===== config.mk =====
export PLATFORM = sky130hd
export DESIGN_NAME = bit_vector_range_ops_unit
export DESIGN_NICKNAME = d
export VERILOG_FILES = /design/src/rtl/core/bvr_pkg.sv /design/src/rtl/core/bvr_word_alu.sv /design/src/rtl/core/bvr_store_ram.sv /design/src/rtl/core/bit_vector_range_ops_unit.sv
export SDC_FILE = /design/constraint.sdc
export NUM_CORES = 2
export LEC_CHECK = 0
export BUFFER_PORTS_ARGS = -buffer_cell sky130_fd_sc_hd__buf_2
export CAP_MARGIN = 20
export CORE_MARGIN = 4
export CORE_UTILIZATION = 55
export CTS_CLUSTER_DIAMETER = 200
export DETAILED_ROUTE_END_ITERATION = 8
export PLACE_DENSITY = 0.7
export SLEW_MARGIN = 20
export SYNTH_ARGS = -nofsm -noshare
export SYNTH_HDL_FRONTEND = slang
export SYNTH_HIERARCHICAL = 1
export SYNTH_SLANG_ARGS = --single-unit

===== constraint.sdc =====
create_clock -name clk -period 9 [get_ports clk]
set_clock_uncertainty 0.2 [all_clocks]
set_input_delay 1.35 -clock clk [delete_from_list [all_inputs] [get_ports clk]]
set_output_delay 1.35 -clock clk [all_outputs]
set_load 0.1 [all_outputs]

===== src/rtl/core/bvr_pkg.sv =====
// Shared types and constants for the bit vector range unit.
// Used by bvr_word_alu, bvr_store_ram and bit_vector_range_ops_unit.
`default_nettype none

package bvr_pkg;

    localparam int WORD_BITS    = 32;
    localparam int BIT_SEL_W    = 5;
    localparam int ACTION_W     = 3;
    localparam int INDEX_W      = 12;
    localparam int COUNT_W      = 13;
    localparam int NUM_BITS_DEF = 4096;

    typedef enum logic [ACTION_W-1:0] {
        ACT_READ_BIT   = 3'd0,
        ACT_WRITE_BIT  = 3'd1,
        ACT_FILL_RANGE = 3'd2,
        ACT_INV_BIT    = 3'd3,
        ACT_INV_RANGE  = 3'd4
    } action_t;

    typedef enum logic [1:0] {
        ALU_PASS,
        ALU_SET,
        ALU_CLEAR,
        ALU_INVERT
    } alu_op_t;

    typedef struct packed {
        alu_op_t              op;
        logic [BIT_SEL_W-1:0] lo;
        logic [BIT_SEL_W-1:0] hi;
    } word_ctl_t;

    typedef enum logic [2:0] {
        ST_CLEAR,
        ST_IDLE,
        ST_SETUP,
        ST_READ,
        ST_WRITE,
        ST_DONE
    } state_t;

endpackage

`default_nettype wire


===== src/rtl/core/bvr_word_alu.sv =====
// Masked word update: bit mask for [lo, hi], then sets, clears, inverts or passes.
// Depends on bvr_pkg.
`default_nettype none

module bvr_word_alu
(
    input  wire bvr_pkg::word_ctl_t                  ctl,
    input  wire logic [bvr_pkg::WORD_BITS-1:0]       word_in,
    output logic      [bvr_pkg::WORD_BITS-1:0]       word_out
);

    logic [bvr_pkg::WORD_BITS-1:0] mask_lo;
    logic [bvr_pkg::WORD_BITS-1:0] mask_hi;
    logic [bvr_pkg::WORD_BITS-1:0] mask;
    logic [bvr_pkg::BIT_SEL_W-1:0] hi_gap;

    always_comb
    begin
        hi_gap  = bvr_pkg::BIT_SEL_W'(bvr_pkg::WORD_BITS - 1) - ctl.hi;
        mask_lo = {bvr_pkg::WORD_BITS{1'b1}} << ctl.lo;
        mask_hi = {bvr_pkg::WORD_BITS{1'b1}} >> hi_gap;
        mask    = mask_lo & mask_hi;
        case (ctl.op)
            bvr_pkg::ALU_SET:    word_out = word_in | mask;
            bvr_pkg::ALU_CLEAR:  word_out = word_in & ~mask;
            bvr_pkg::ALU_INVERT: word_out = word_in ^ mask;
            default:             word_out = word_in;
        endcase
    end

endmodule

`default_nettype wire


===== src/rtl/core/bvr_store_ram.sv =====
// Word store: one write port, one read port with registered read data.
// Depends on bvr_pkg.
`default_nettype none

module bvr_store_ram
#(
    parameter int DEPTH  = bvr_pkg::NUM_BITS_DEF / bvr_pkg::WORD_BITS,
    parameter int ADDR_W = 7
)
(
    input  wire logic                              clk,
    input  wire logic                              we,
    input  wire logic [ADDR_W-1:0]                 waddr,
    input  wire logic [bvr_pkg::WORD_BITS-1:0]     wdata,
    input  wire logic [ADDR_W-1:0]                 raddr,
    output logic      [bvr_pkg::WORD_BITS-1:0]     rdata
);

    logic [bvr_pkg::WORD_BITS-1:0] mem [DEPTH];

    always_ff @(posedge clk)
    begin
        if (we)
        begin
            mem[waddr] <= wdata;
        end
    end

    always_ff @(posedge clk)
    begin
        rdata <= mem[raddr];
    end

endmodule

`default_nettype wire


===== src/rtl/core/bit_vector_range_ops_unit.sv =====
// Bit vector with read, write, fill, invert and invert-range actions over a word store.
// Each item goes through a setup state, then a read and a write state per word touched (none
// when nothing is touched, one word for single-bit actions), then a done state.
// A new item is taken only in the idle state; the next item is taken while the result waits.
// After reset a clearing pass zeroes every word of the store; not ready meanwhile.
// Depends on bvr_pkg, bvr_store_ram and bvr_word_alu.
`default_nettype none

module bit_vector_range_ops_unit
#(
    parameter int NUM_BITS = bvr_pkg::NUM_BITS_DEF
)
(
    input  wire logic                              clk,
    input  wire logic                              rst_n,
    input  wire logic                              in_valid,
    output logic                                   in_ready,
    input  wire logic [bvr_pkg::ACTION_W-1:0]      action,
    input  wire logic [bvr_pkg::INDEX_W-1:0]       bit_index,
    input  wire logic [bvr_pkg::COUNT_W-1:0]       bit_count,
    input  wire logic                              bit_value,
    output logic                                   out_valid,
    input  wire logic                              out_ready,
    output logic                                   read_bit
);

    localparam int StoreWords = (NUM_BITS + bvr_pkg::WORD_BITS - 1) / bvr_pkg::WORD_BITS;
    localparam int AddrW      = (StoreWords > 1) ? $clog2(StoreWords) : 1;
    localparam int NbW        = $clog2(NUM_BITS + 1);
    localparam int EndW       = (NbW > bvr_pkg::COUNT_W + 1) ? NbW : bvr_pkg::COUNT_W + 1;
    localparam int Bs         = bvr_pkg::BIT_SEL_W;

    bvr_pkg::state_t               state_reg;
    bvr_pkg::state_t               state_next;
    logic [AddrW-1:0]              clr_addr_reg;
    logic                          out_valid_reg;
    logic                          read_bit_reg;

    logic [bvr_pkg::ACTION_W-1:0]  act_reg;
    logic [bvr_pkg::INDEX_W-1:0]   idx_reg;
    logic [bvr_pkg::COUNT_W-1:0]   cnt_reg;
    logic                          val_reg;
    logic                          res_reg;
    bvr_pkg::alu_op_t              op_reg;
    logic [AddrW-1:0]              word_reg;
    logic [AddrW-1:0]              first_word_reg;
    logic [AddrW-1:0]              last_word_reg;
    logic [Bs-1:0]                 first_lo_reg;
    logic [Bs-1:0]                 last_hi_reg;

    logic                          act_known;
    bvr_pkg::alu_op_t              op_sel;
    logic [bvr_pkg::COUNT_W-1:0]   cnt_eff;
    logic [EndW-1:0]               end_raw;
    logic [EndW-1:0]               end_clip;
    logic [EndW-1:0]               last_pos;
    logic                          range_empty;

    logic                          ram_we;
    logic [AddrW-1:0]              ram_waddr;
    logic [bvr_pkg::WORD_BITS-1:0] ram_wdata;
    logic [AddrW-1:0]              ram_raddr;
    logic [bvr_pkg::WORD_BITS-1:0] ram_rdata;
    bvr_pkg::word_ctl_t            alu_ctl;
    logic [bvr_pkg::WORD_BITS-1:0] alu_word;
    logic                          load_out;

    bvr_store_ram
    #(
        .DEPTH  (StoreWords),
        .ADDR_W (AddrW)
    )
    u_store
    (
        .clk   (clk),
        .we    (ram_we),
        .waddr (ram_waddr),
        .wdata (ram_wdata),
        .raddr (ram_raddr),
        .rdata (ram_rdata)
    );

    bvr_word_alu u_alu
    (
        .ctl      (alu_ctl),
        .word_in  (ram_rdata),
        .word_out (alu_word)
    );

    always_comb
    begin
        act_known = 1'b1;
        op_sel    = bvr_pkg::ALU_PASS;
        case (act_reg)
            bvr_pkg::ACT_READ_BIT:   op_sel = bvr_pkg::ALU_PASS;
            bvr_pkg::ACT_WRITE_BIT,
            bvr_pkg::ACT_FILL_RANGE: op_sel = val_reg ? bvr_pkg::ALU_SET : bvr_pkg::ALU_CLEAR;
            bvr_pkg::ACT_INV_BIT,
            bvr_pkg::ACT_INV_RANGE:  op_sel = bvr_pkg::ALU_INVERT;
            default:                 act_known = 1'b0;
        endcase

        if (act_reg inside {bvr_pkg::ACT_FILL_RANGE, bvr_pkg::ACT_INV_RANGE})
        begin
            cnt_eff = cnt_reg;
        end
        else
        begin
            cnt_eff = bvr_pkg::COUNT_W'(1);
        end

        end_raw     = EndW'(idx_reg) + EndW'(cnt_eff);
        end_clip    = (end_raw > EndW'(NUM_BITS)) ? EndW'(NUM_BITS) : end_raw;
        range_empty = (EndW'(idx_reg) >= end_clip);
        last_pos    = end_clip - EndW'(1);
    end

    always_comb
    begin
        alu_ctl.op = op_reg;
        alu_ctl.lo = (word_reg == first_word_reg) ? first_lo_reg : '0;
        alu_ctl.hi = (word_reg == last_word_reg) ? last_hi_reg : '1;
    end

    always_comb
    begin
        state_next = state_reg;
        case (state_reg)
            bvr_pkg::ST_CLEAR:
            begin
                if (clr_addr_reg == AddrW'(StoreWords - 1))
                begin
                    state_next = bvr_pkg::ST_IDLE;
                end
            end
            bvr_pkg::ST_IDLE:
            begin
                if (in_valid)
                begin
                    state_next = bvr_pkg::ST_SETUP;
                end
            end
            bvr_pkg::ST_SETUP:
            begin
                if (!act_known || range_empty)
                begin
                    state_next = bvr_pkg::ST_DONE;
                end
                else
                begin
                    state_next = bvr_pkg::ST_READ;
                end
            end
            bvr_pkg::ST_READ:
            begin
                state_next = bvr_pkg::ST_WRITE;
            end
            bvr_pkg::ST_WRITE:
            begin
                if (word_reg == last_word_reg)
                begin
                    state_next = bvr_pkg::ST_DONE;
                end
                else
                begin
                    state_next = bvr_pkg::ST_READ;
                end
            end
            bvr_pkg::ST_DONE:
            begin
                if (!out_valid_reg || out_ready)
                begin
                    state_next = bvr_pkg::ST_IDLE;
                end
            end
            default:
            begin
                state_next = bvr_pkg::ST_IDLE;
            end
        endcase
    end

    always_comb
    begin
        in_ready  = 1'b0;
        ram_we    = 1'b0;
        ram_waddr = word_reg;
        ram_wdata = alu_word;
        ram_raddr = word_reg;
        load_out  = 1'b0;
        case (state_reg)
            bvr_pkg::ST_CLEAR:
            begin
                ram_we    = 1'b1;
                ram_waddr = clr_addr_reg;
                ram_wdata = '0;
            end
            bvr_pkg::ST_IDLE:
            begin
                in_ready = 1'b1;
            end
            bvr_pkg::ST_WRITE:
            begin
                ram_we = (op_reg != bvr_pkg::ALU_PASS);
            end
            bvr_pkg::ST_DONE:
            begin
                load_out = !out_valid_reg || out_ready;
            end
            default:
            begin
                in_ready = 1'b0;
            end
        endcase
    end

    always_ff @(posedge clk or negedge rst_n)
    begin
        if (!rst_n)
        begin
            state_reg     <= bvr_pkg::ST_CLEAR;
            clr_addr_reg  <= '0;
            out_valid_reg <= 1'b0;
        end
        else
        begin
            state_reg <= state_next;
            if (state_reg == bvr_pkg::ST_CLEAR)
            begin
                clr_addr_reg <= clr_addr_reg + AddrW'(1);
            end
            if (load_out)
            begin
                out_valid_reg <= 1'b1;
            end
            else if (out_ready)
            begin
                out_valid_reg <= 1'b0;
            end
        end
    end

    always_ff @(posedge clk)
    begin
        if (in_valid && in_ready)
        begin
            act_reg <= action;
            idx_reg <= bit_index;
            cnt_reg <= bit_count;
            val_reg <= bit_value;
            res_reg <= 1'b0;
        end
        if (state_reg == bvr_pkg::ST_SETUP)
        begin
            op_reg         <= op_sel;
            word_reg       <= AddrW'(idx_reg[bvr_pkg::INDEX_W-1:Bs]);
            first_word_reg <= AddrW'(idx_reg[bvr_pkg::INDEX_W-1:Bs]);
            last_word_reg  <= AddrW'(last_pos[EndW-1:Bs]);
            first_lo_reg   <= idx_reg[Bs-1:0];
            last_hi_reg    <= last_pos[Bs-1:0];
        end
        if (state_reg == bvr_pkg::ST_WRITE)
        begin
            word_reg <= word_reg + AddrW'(1);
            if (act_reg == bvr_pkg::ACT_READ_BIT)
            begin
                res_reg <= ram_rdata[idx_reg[Bs-1:0]];
            end
        end
        if (load_out)
        begin
            read_bit_reg <= res_reg;
        end
    end

    assign out_valid = out_valid_reg;
    assign read_bit  = read_bit_reg;

endmodule

`default_nettype wire


# --- Word level (Yosys, flattened, before mapping) ---
# Memories as Yosys holds them, arrays and structs flattened. A register that Yosys moved wholly into a read port is not among the register bits.
# Cells that the tools add are included.
word_totals:
  mem_bits_ro: 0
  inputBits: 33
  register_bits: 75
  mem_bits_rw: 4096
  latch_bits: 0
  n_memories: 1
classes:
  magnitude_cmp: 3
  n_eq_ne: 18
  bitwise: 5
  n_div: 0
  reduce_logical: 15
  addsub: 5
  mul: 0
  shift: 2
  n_mux: 30
mem_list:
  columns: ["name", "words", "width", "rd", "rd_ports_with_merged_regs", "wr", "line_no", "rtl"]
  rows:
  - ["u_store.mem", 128, 32, 1, 1, 1, "bvr_store_ram.sv:19", "logic [bvr_pkg::WORD_BITS-1:0] mem [DEPTH];"]
ops:
  columns: ["operator", "n"]
  rows:
  - ["$pmux W32 S3", 1]
  - ["$and A32 B32 Y32", 2]
  - ["$mux W32", 1]
  - ["$not A32 Y32", 1]
  - ["$or A32 B32 Y32", 1]
  - ["$shl A32 B5 Y32 const A", 1]
  - ["$shr A32 B5 Y32 const A", 1]
  - ["$xor A32 B32 Y32", 1]
  - ["$mux W7", 3]
  - ["$pmux W3 S6", 1]
  - ["$mux W3", 5]
  - ["$add A12 B13 Y14", 1]
  - ["$add A7 B1 Y7 const B", 2]
  - ["$eq A7 B7 Y1", 2]
  - ["$ge A12 B14 Y1", 1]
  - ["$gt A14 B13 Y1 const B", 1]
  - ["$mux W14", 1]
  - ["$mux W13", 1]
  - ["$eq A3 B2 Y1 const B", 4]
  - ["$sub A12 B1 Y12 const B", 1]
  - ["$mux W1", 11]
  - ["$mux W5", 2]
  - ["$eq A3 B3 Y1 const B", 3]
  - ["$reduce_bool A2 Y1", 4]
  - ["other kinds (18)", 26]

# --- Depth between registers and ports, before layout ---
logic_depth:
  depth_word: 10
  ltp_mapped: 27
  ltp_nobuf: 24

# --- Hierarchy ---
# Netlist, hierarchy kept.
by_module_without_submodules:
  columns: ["module", "cells_each", "n_inst", "area_each_um2"]
  rows:
  - ["bvr_store_ram", 5990, 1, 156276.1]
  - ["bit_vector_range_ops_unit", 427, 1, 4748.3]
  - ["bvr_word_alu", 243, 1, 2336.0]

# --- Least setup slack after synthesis ---
# Ideal clock, no wire load.
synth_path:
  path_kind: "register to register"
  start: "register word_reg[4], in the netlist ram_raddr[4]"
  end: "memory u_store/mem[0][9] (netlist bit), data pin"
  n_path_buf: 1
  path_stages_with_launch: 11
  period_less_slack_ns: 7.010
  slack_ns: 1.990
  required_ns: 7.968
  arrival_time_ns: 5.977
  cell_sequence: "edfxtp_1 clkbuf_1 xnor2_1 nand4_1 nor4_1 nand2b_1 or2_2 o311ai_0 ha_1 mux4_2 nor2b_1"
synth_lines:
  columns: ["item", "line_no", "rtl"]
  rows:
  - ["from (decl)", "bit_vector_range_ops_unit.sv:45", "logic [AddrW-1:0] word_reg;"]
  - ["from (signal assigned)", "bit_vector_range_ops_unit.sv:256", "word_reg <= AddrW'(idx_reg[bvr_pkg::INDEX_W-1:Bs]);"]
  - ["from (signal assigned)", "bit_vector_range_ops_unit.sv:264", "word_reg <= word_reg + AddrW'(1);"]
  - ["to (decl)", "bvr_store_ram.sv:19", null]

# --- Worst setup path after layout ---
layout_path:
  start: "register act_reg[1] (netlist bit)"
  end: "register state_reg[1]"
layout_between:
  elab_chain_len: 10
  elab_cells_between_ends: 17
layout_lines:
  columns: ["item", "line_no", "rtl"]
  rows:
  - ["from (decl)", "bit_vector_range_ops_unit.sv:39", "logic [bvr_pkg::ACTION_W-1:0] act_reg;"]
  - ["from (signal assigned)", "bit_vector_range_ops_unit.sv:247", "act_reg <= action;"]
  - ["$eq A3 B2 Y1 / $eq A3 B3 Y1 (equally long branches)", "bit_vector_range_ops_unit.sv:94, bit_vector_range_ops_unit.sv:103", null]
  - ["$reduce_bool A2 Y1", "bit_vector_range_ops_unit.sv:103", "if (act_reg inside {bvr_pkg::ACT_FILL_RANGE, bvr_pkg::ACT_INV_RANGE})"]
  - ["$mux W13", "bit_vector_range_ops_unit.sv:103", null]
  - ["$add A12 B13 Y14", "bit_vector_range_ops_unit.sv:112", "end_raw = EndW'(idx_reg) + EndW'(cnt_eff);"]
  - ["$gt A14 B13 Y1", "bit_vector_range_ops_unit.sv:113", "end_clip = (end_raw > EndW'(NUM_BITS)) ? EndW'(NUM_BITS) : end_raw;"]
  - ["$mux W14", "bit_vector_range_ops_unit.sv:113", null]
  - ["$ge A12 B14 Y1", "bit_vector_range_ops_unit.sv:114", "range_empty = (EndW'(idx_reg) >= end_clip);"]
  - ["$logic_or A1 B1 Y1 (*)", "bit_vector_range_ops_unit.sv:145", "if (!act_known || range_empty)"]
  - ["$mux W3 (*)", "bit_vector_range_ops_unit.sv:145", null]
  - ["$pmux W3 S6 (*)", "bit_vector_range_ops_unit.sv:128", "case (state_reg)"]
  - ["to (signal assigned)", "bit_vector_range_ops_unit.sv:221", "state_reg <= bvr_pkg::ST_CLEAR;"]
  - ["to (signal assigned)", "bit_vector_range_ops_unit.sv:227", "state_reg <= state_next;"]
  - ["to (decl)", "bit_vector_range_ops_unit.sv:33", "bvr_pkg::state_t state_reg;"]
# Mark *: on every way between the ends. The rest lies on a longest branch, timed or not.
# A chain may end at the register's enable or synchronous reset.

==> results by group <==
Timing
  • Final Max Slew Viols: 0
  • F_max: 173.2 MHz
  • Slew HR: 25.70%
  • Worst-Margin Slew: between 1000 and 1500 ps
  • Final period util: roughly 64%
  • Hold Vio Cnt, Final: 0
  • Total negative slack: 0 ps
  • Setup WS post-layout: ~3200 ps
  • # setup viols final: 0
  • RSZ-0062 raised after global routing: no
  • Crit path time final: a little under 6000 ps

Clock network
  • TritonCTS clock tree: done
  • Clock Tree Root: clkbuf_16
  • Clock sinks: around 4200
  • Post-CTS Hold Buffers: 0
  • Post-CTS Setup Inserts: 0
  • Clk buf depth: 4
  • Clk Latency, worst-skew pair: 940 ps
  • CTS clk-pin slew, worst paths: 60 ps
  • Post-CTS sizing: 0
  • H-tree depth: 5
  • CTS Buf Count: about 400

Logic synthesis
  • FFs w/ async S/R, synth: less than 1%
  • Post-synth EDFFs: roughly 4200
  • Area contributors post-synth: edfxtp_1 76%, mux4_2 19%, ha_1 0.70%, clkbuf_1 0.46%, dfxtp_1 0.40%
  • Mean Syn Cell Area: about 25 µm²
  • Syn Inst Count: about 6700
  • Post-synthesis sequential area ratio: between 70% and 80%
  • Mapped Area: ~160000 µm²
  • Yosys top cell by area: edfxtp_1
  • Syn Nets: ~6800
  • Synth Flop Type: edfxtp_1
  • Synthesis-stage register bit count: between 4000 and 5000
  • Synth warn: 6
  • Synth cell types: 63
  • Share of the synthesized area in the top cell type: between 70% and 80%

Die
  • FP Rows: 199
  • Die ar.: between 300000 and 400000 µm²
  • Die W: ~550 µm
  • Core area: slightly below 300000 µm²
  • Die Y-Extent: about 550 µm
  • Starting density of the core: 55.41%
  • Io pins: 36

Drt
  • Pre-antenna DRT Iters: 8
  • Vias per std cell: just under 7
  • Detailed Route Iter0 Violations: between 10000 and 15000
  • Final WL: ~420000 µm
  • Post-route ant nets: 0
  • Residual DRC count: 0
  • Detailed-route via count: 77030
  • Avg WL per Cell: about 37 µm

Critical path
  • Crit-path max FO: 12
  • Worst Path Required: just under 10000 ps
  • Kind of critical path: register to register
  • Worst setup EP type: register
  • Crit path DAT: 6460 ps
  • CP Launch Type: register

Job
  • Max-Cap Viols: 0

Place
  • Pre-CTS WS: roughly 3100 ps
  • Placed instance area: between 150000 and 200000 µm²
  • Detailed Place HPWL: 222700 µm
  • Port buffer count: 35
  • Gpl congestion: slightly below 0.9

Finish
  • Fin area: 183300 µm²
  • Fin util: slightly above 60%
  • Max FFs per register: approximately 4000
  • Area growth from synthesis to layout: 12.23%
  • Proportion of layout cells with a drive suffix above 1: 33.79%
  • Net count reported at finish: 7125

Status
  • Status: finished clean

GRT
  • Largest net degree at the start of global routing: 151
  • Grt ovf: 0
  • First-pass GRT wire length: around 590000 µm
  • Initial antenna violation count: 33
  • GRT Util Overall: ~27%
  • Number of global-route vias before repair: roughly 77000

Power
  • Peak supply drop: 0.3049 mV
  • Leak pwr: between 50 and 60 nW
  • Pwr/cell area: 311.9 nW/µm²

Worst hold path
  • Hold Crit Class: primary input to async pin
==> worst max-delay path, cell delays in order, from the launching register on <==
cell,delay [ps]
edfxtp_1,480
xnor2_1,170
nor2_1,490
and2_1,220
ha_1,320
a21o_1,240
or3_4,340
o2111ai_2,220
a21boi_2,100
o21a_1,190
or3_1,300
a32o_2,280
and3_1,200
ha_1,270
nand2b_1,150
a21o_1,180
a21o_1,170
a21o_1,180
a21o_1,180
a21oi_1,150
o31ai_1,80
a211oi_1,370
a31o_2,210
==> area by class of cell <==
class / instances / area (µm²)
antenna: 14 / 35.03
clock buffer: 476 / 10500
clock inverter: 261 / 2554
fill: 19270 / 111500
inverter: 78 / 292.8
multi-input combinational: 2027 / 36920
sequential: 4203 / 125800
tap: 3919 / 4903
timing repair buffer: 288 / 2306
==> report_power, final <==
group          internal, mW  switching [mW]
Combinational          4.72            9.71
Sequential             25.7           0.356
Clock                  9.53            7.19
Total                  39.9            17.3
==> metal layers <==
layer | vias to the layer above | GRT usage, % | routed length, µm
met1 | 41670 | 40.43 | 156100
met2 | 5108 | 41.57 | 195300
li1 | 29490 | - | -
met3 | 746 | 5.806 | 49850
met5 | - | 0 | 89
met4 | 14 | 8.626 | 14500
==> final timing paths <==
path,startpoint,cells after the start,endpoint,slack (ps)
max,act_reg[1],22,state_reg[1],3230
min,rst_n,1,out_valid,90
max reg2reg,act_reg[1],22,state_reg[1],3230
min reg2reg,res_reg,0,read_bit,270
max in group asynchronous,rst_n,1,clr_addr_reg[6],8260
min in group clk,res_reg,0,read_bit,270
==> cell usage in the layout (no fill, tap or decap), drive strengths merged, types with 33 or more instances in the layout <==
cell / netlist / final
edfxtp: 4159 / 4159
mux4: 1386 / 1386
clkbuf: 200 / 476
buf: 152 / 288
clkinv: 1 / 190
nor2: 137 / 137
inv: 77 / 95
ha: 91 / 91
nand2: 60 / 60
mux2: 42 / 42
nor2b: 42 / 42
bufinv: 0 / 41
dfxtp: 33 / 33
==> cell families after synthesis <==
logic type / Yosys count / synth area share [%]
flops: 4203 / 77.02
fa+ha+maj: 93 / 0.7154
simple gates: 354 / 1.039
mux: 1428 / 19.41
buf+inv: 430 / 1.119
xor+xnor: 43 / 0.2305
compound gates: 109 / 0.4657
==> per-stage QoR <==
| stage | hold WS [ps] | total power [mW] | cells |
|---|---|---|---|
| after floorplan | 208.6 | 34.85 | 6660 |
| after detailed placement | 243.8 | 40.81 | 10510 |
| final | 91.74 | 57.17 | 11270 |
| after global routing | 73.76 | 59.00 | 11260 |
| after CTS | 7.765 | 57.38 | 11250 |
| after global placement | 252.9 | 40.36 | 10510 |
==> synth_stat cells, types with 11 or more instances <==
master	instances
nor2b_1	42
ha_1	91
a21o_1	12
xor2_1	13
mux2_2	42
and2_1	18
nand2_1	60
inv_1	77
o21ai_0	29
buf_1	52
nor3_1	17
xnor2_1	30
dfrtp_1	11
a21oi_1	13
buf_2	85
nand2b_1	16
edfxtp_1	4159
nor2_1	137
clkbuf_1	200
nand3_1	23
mux4_2	1382
dfxtp_1	33
(Power assumes the default switching activity.)
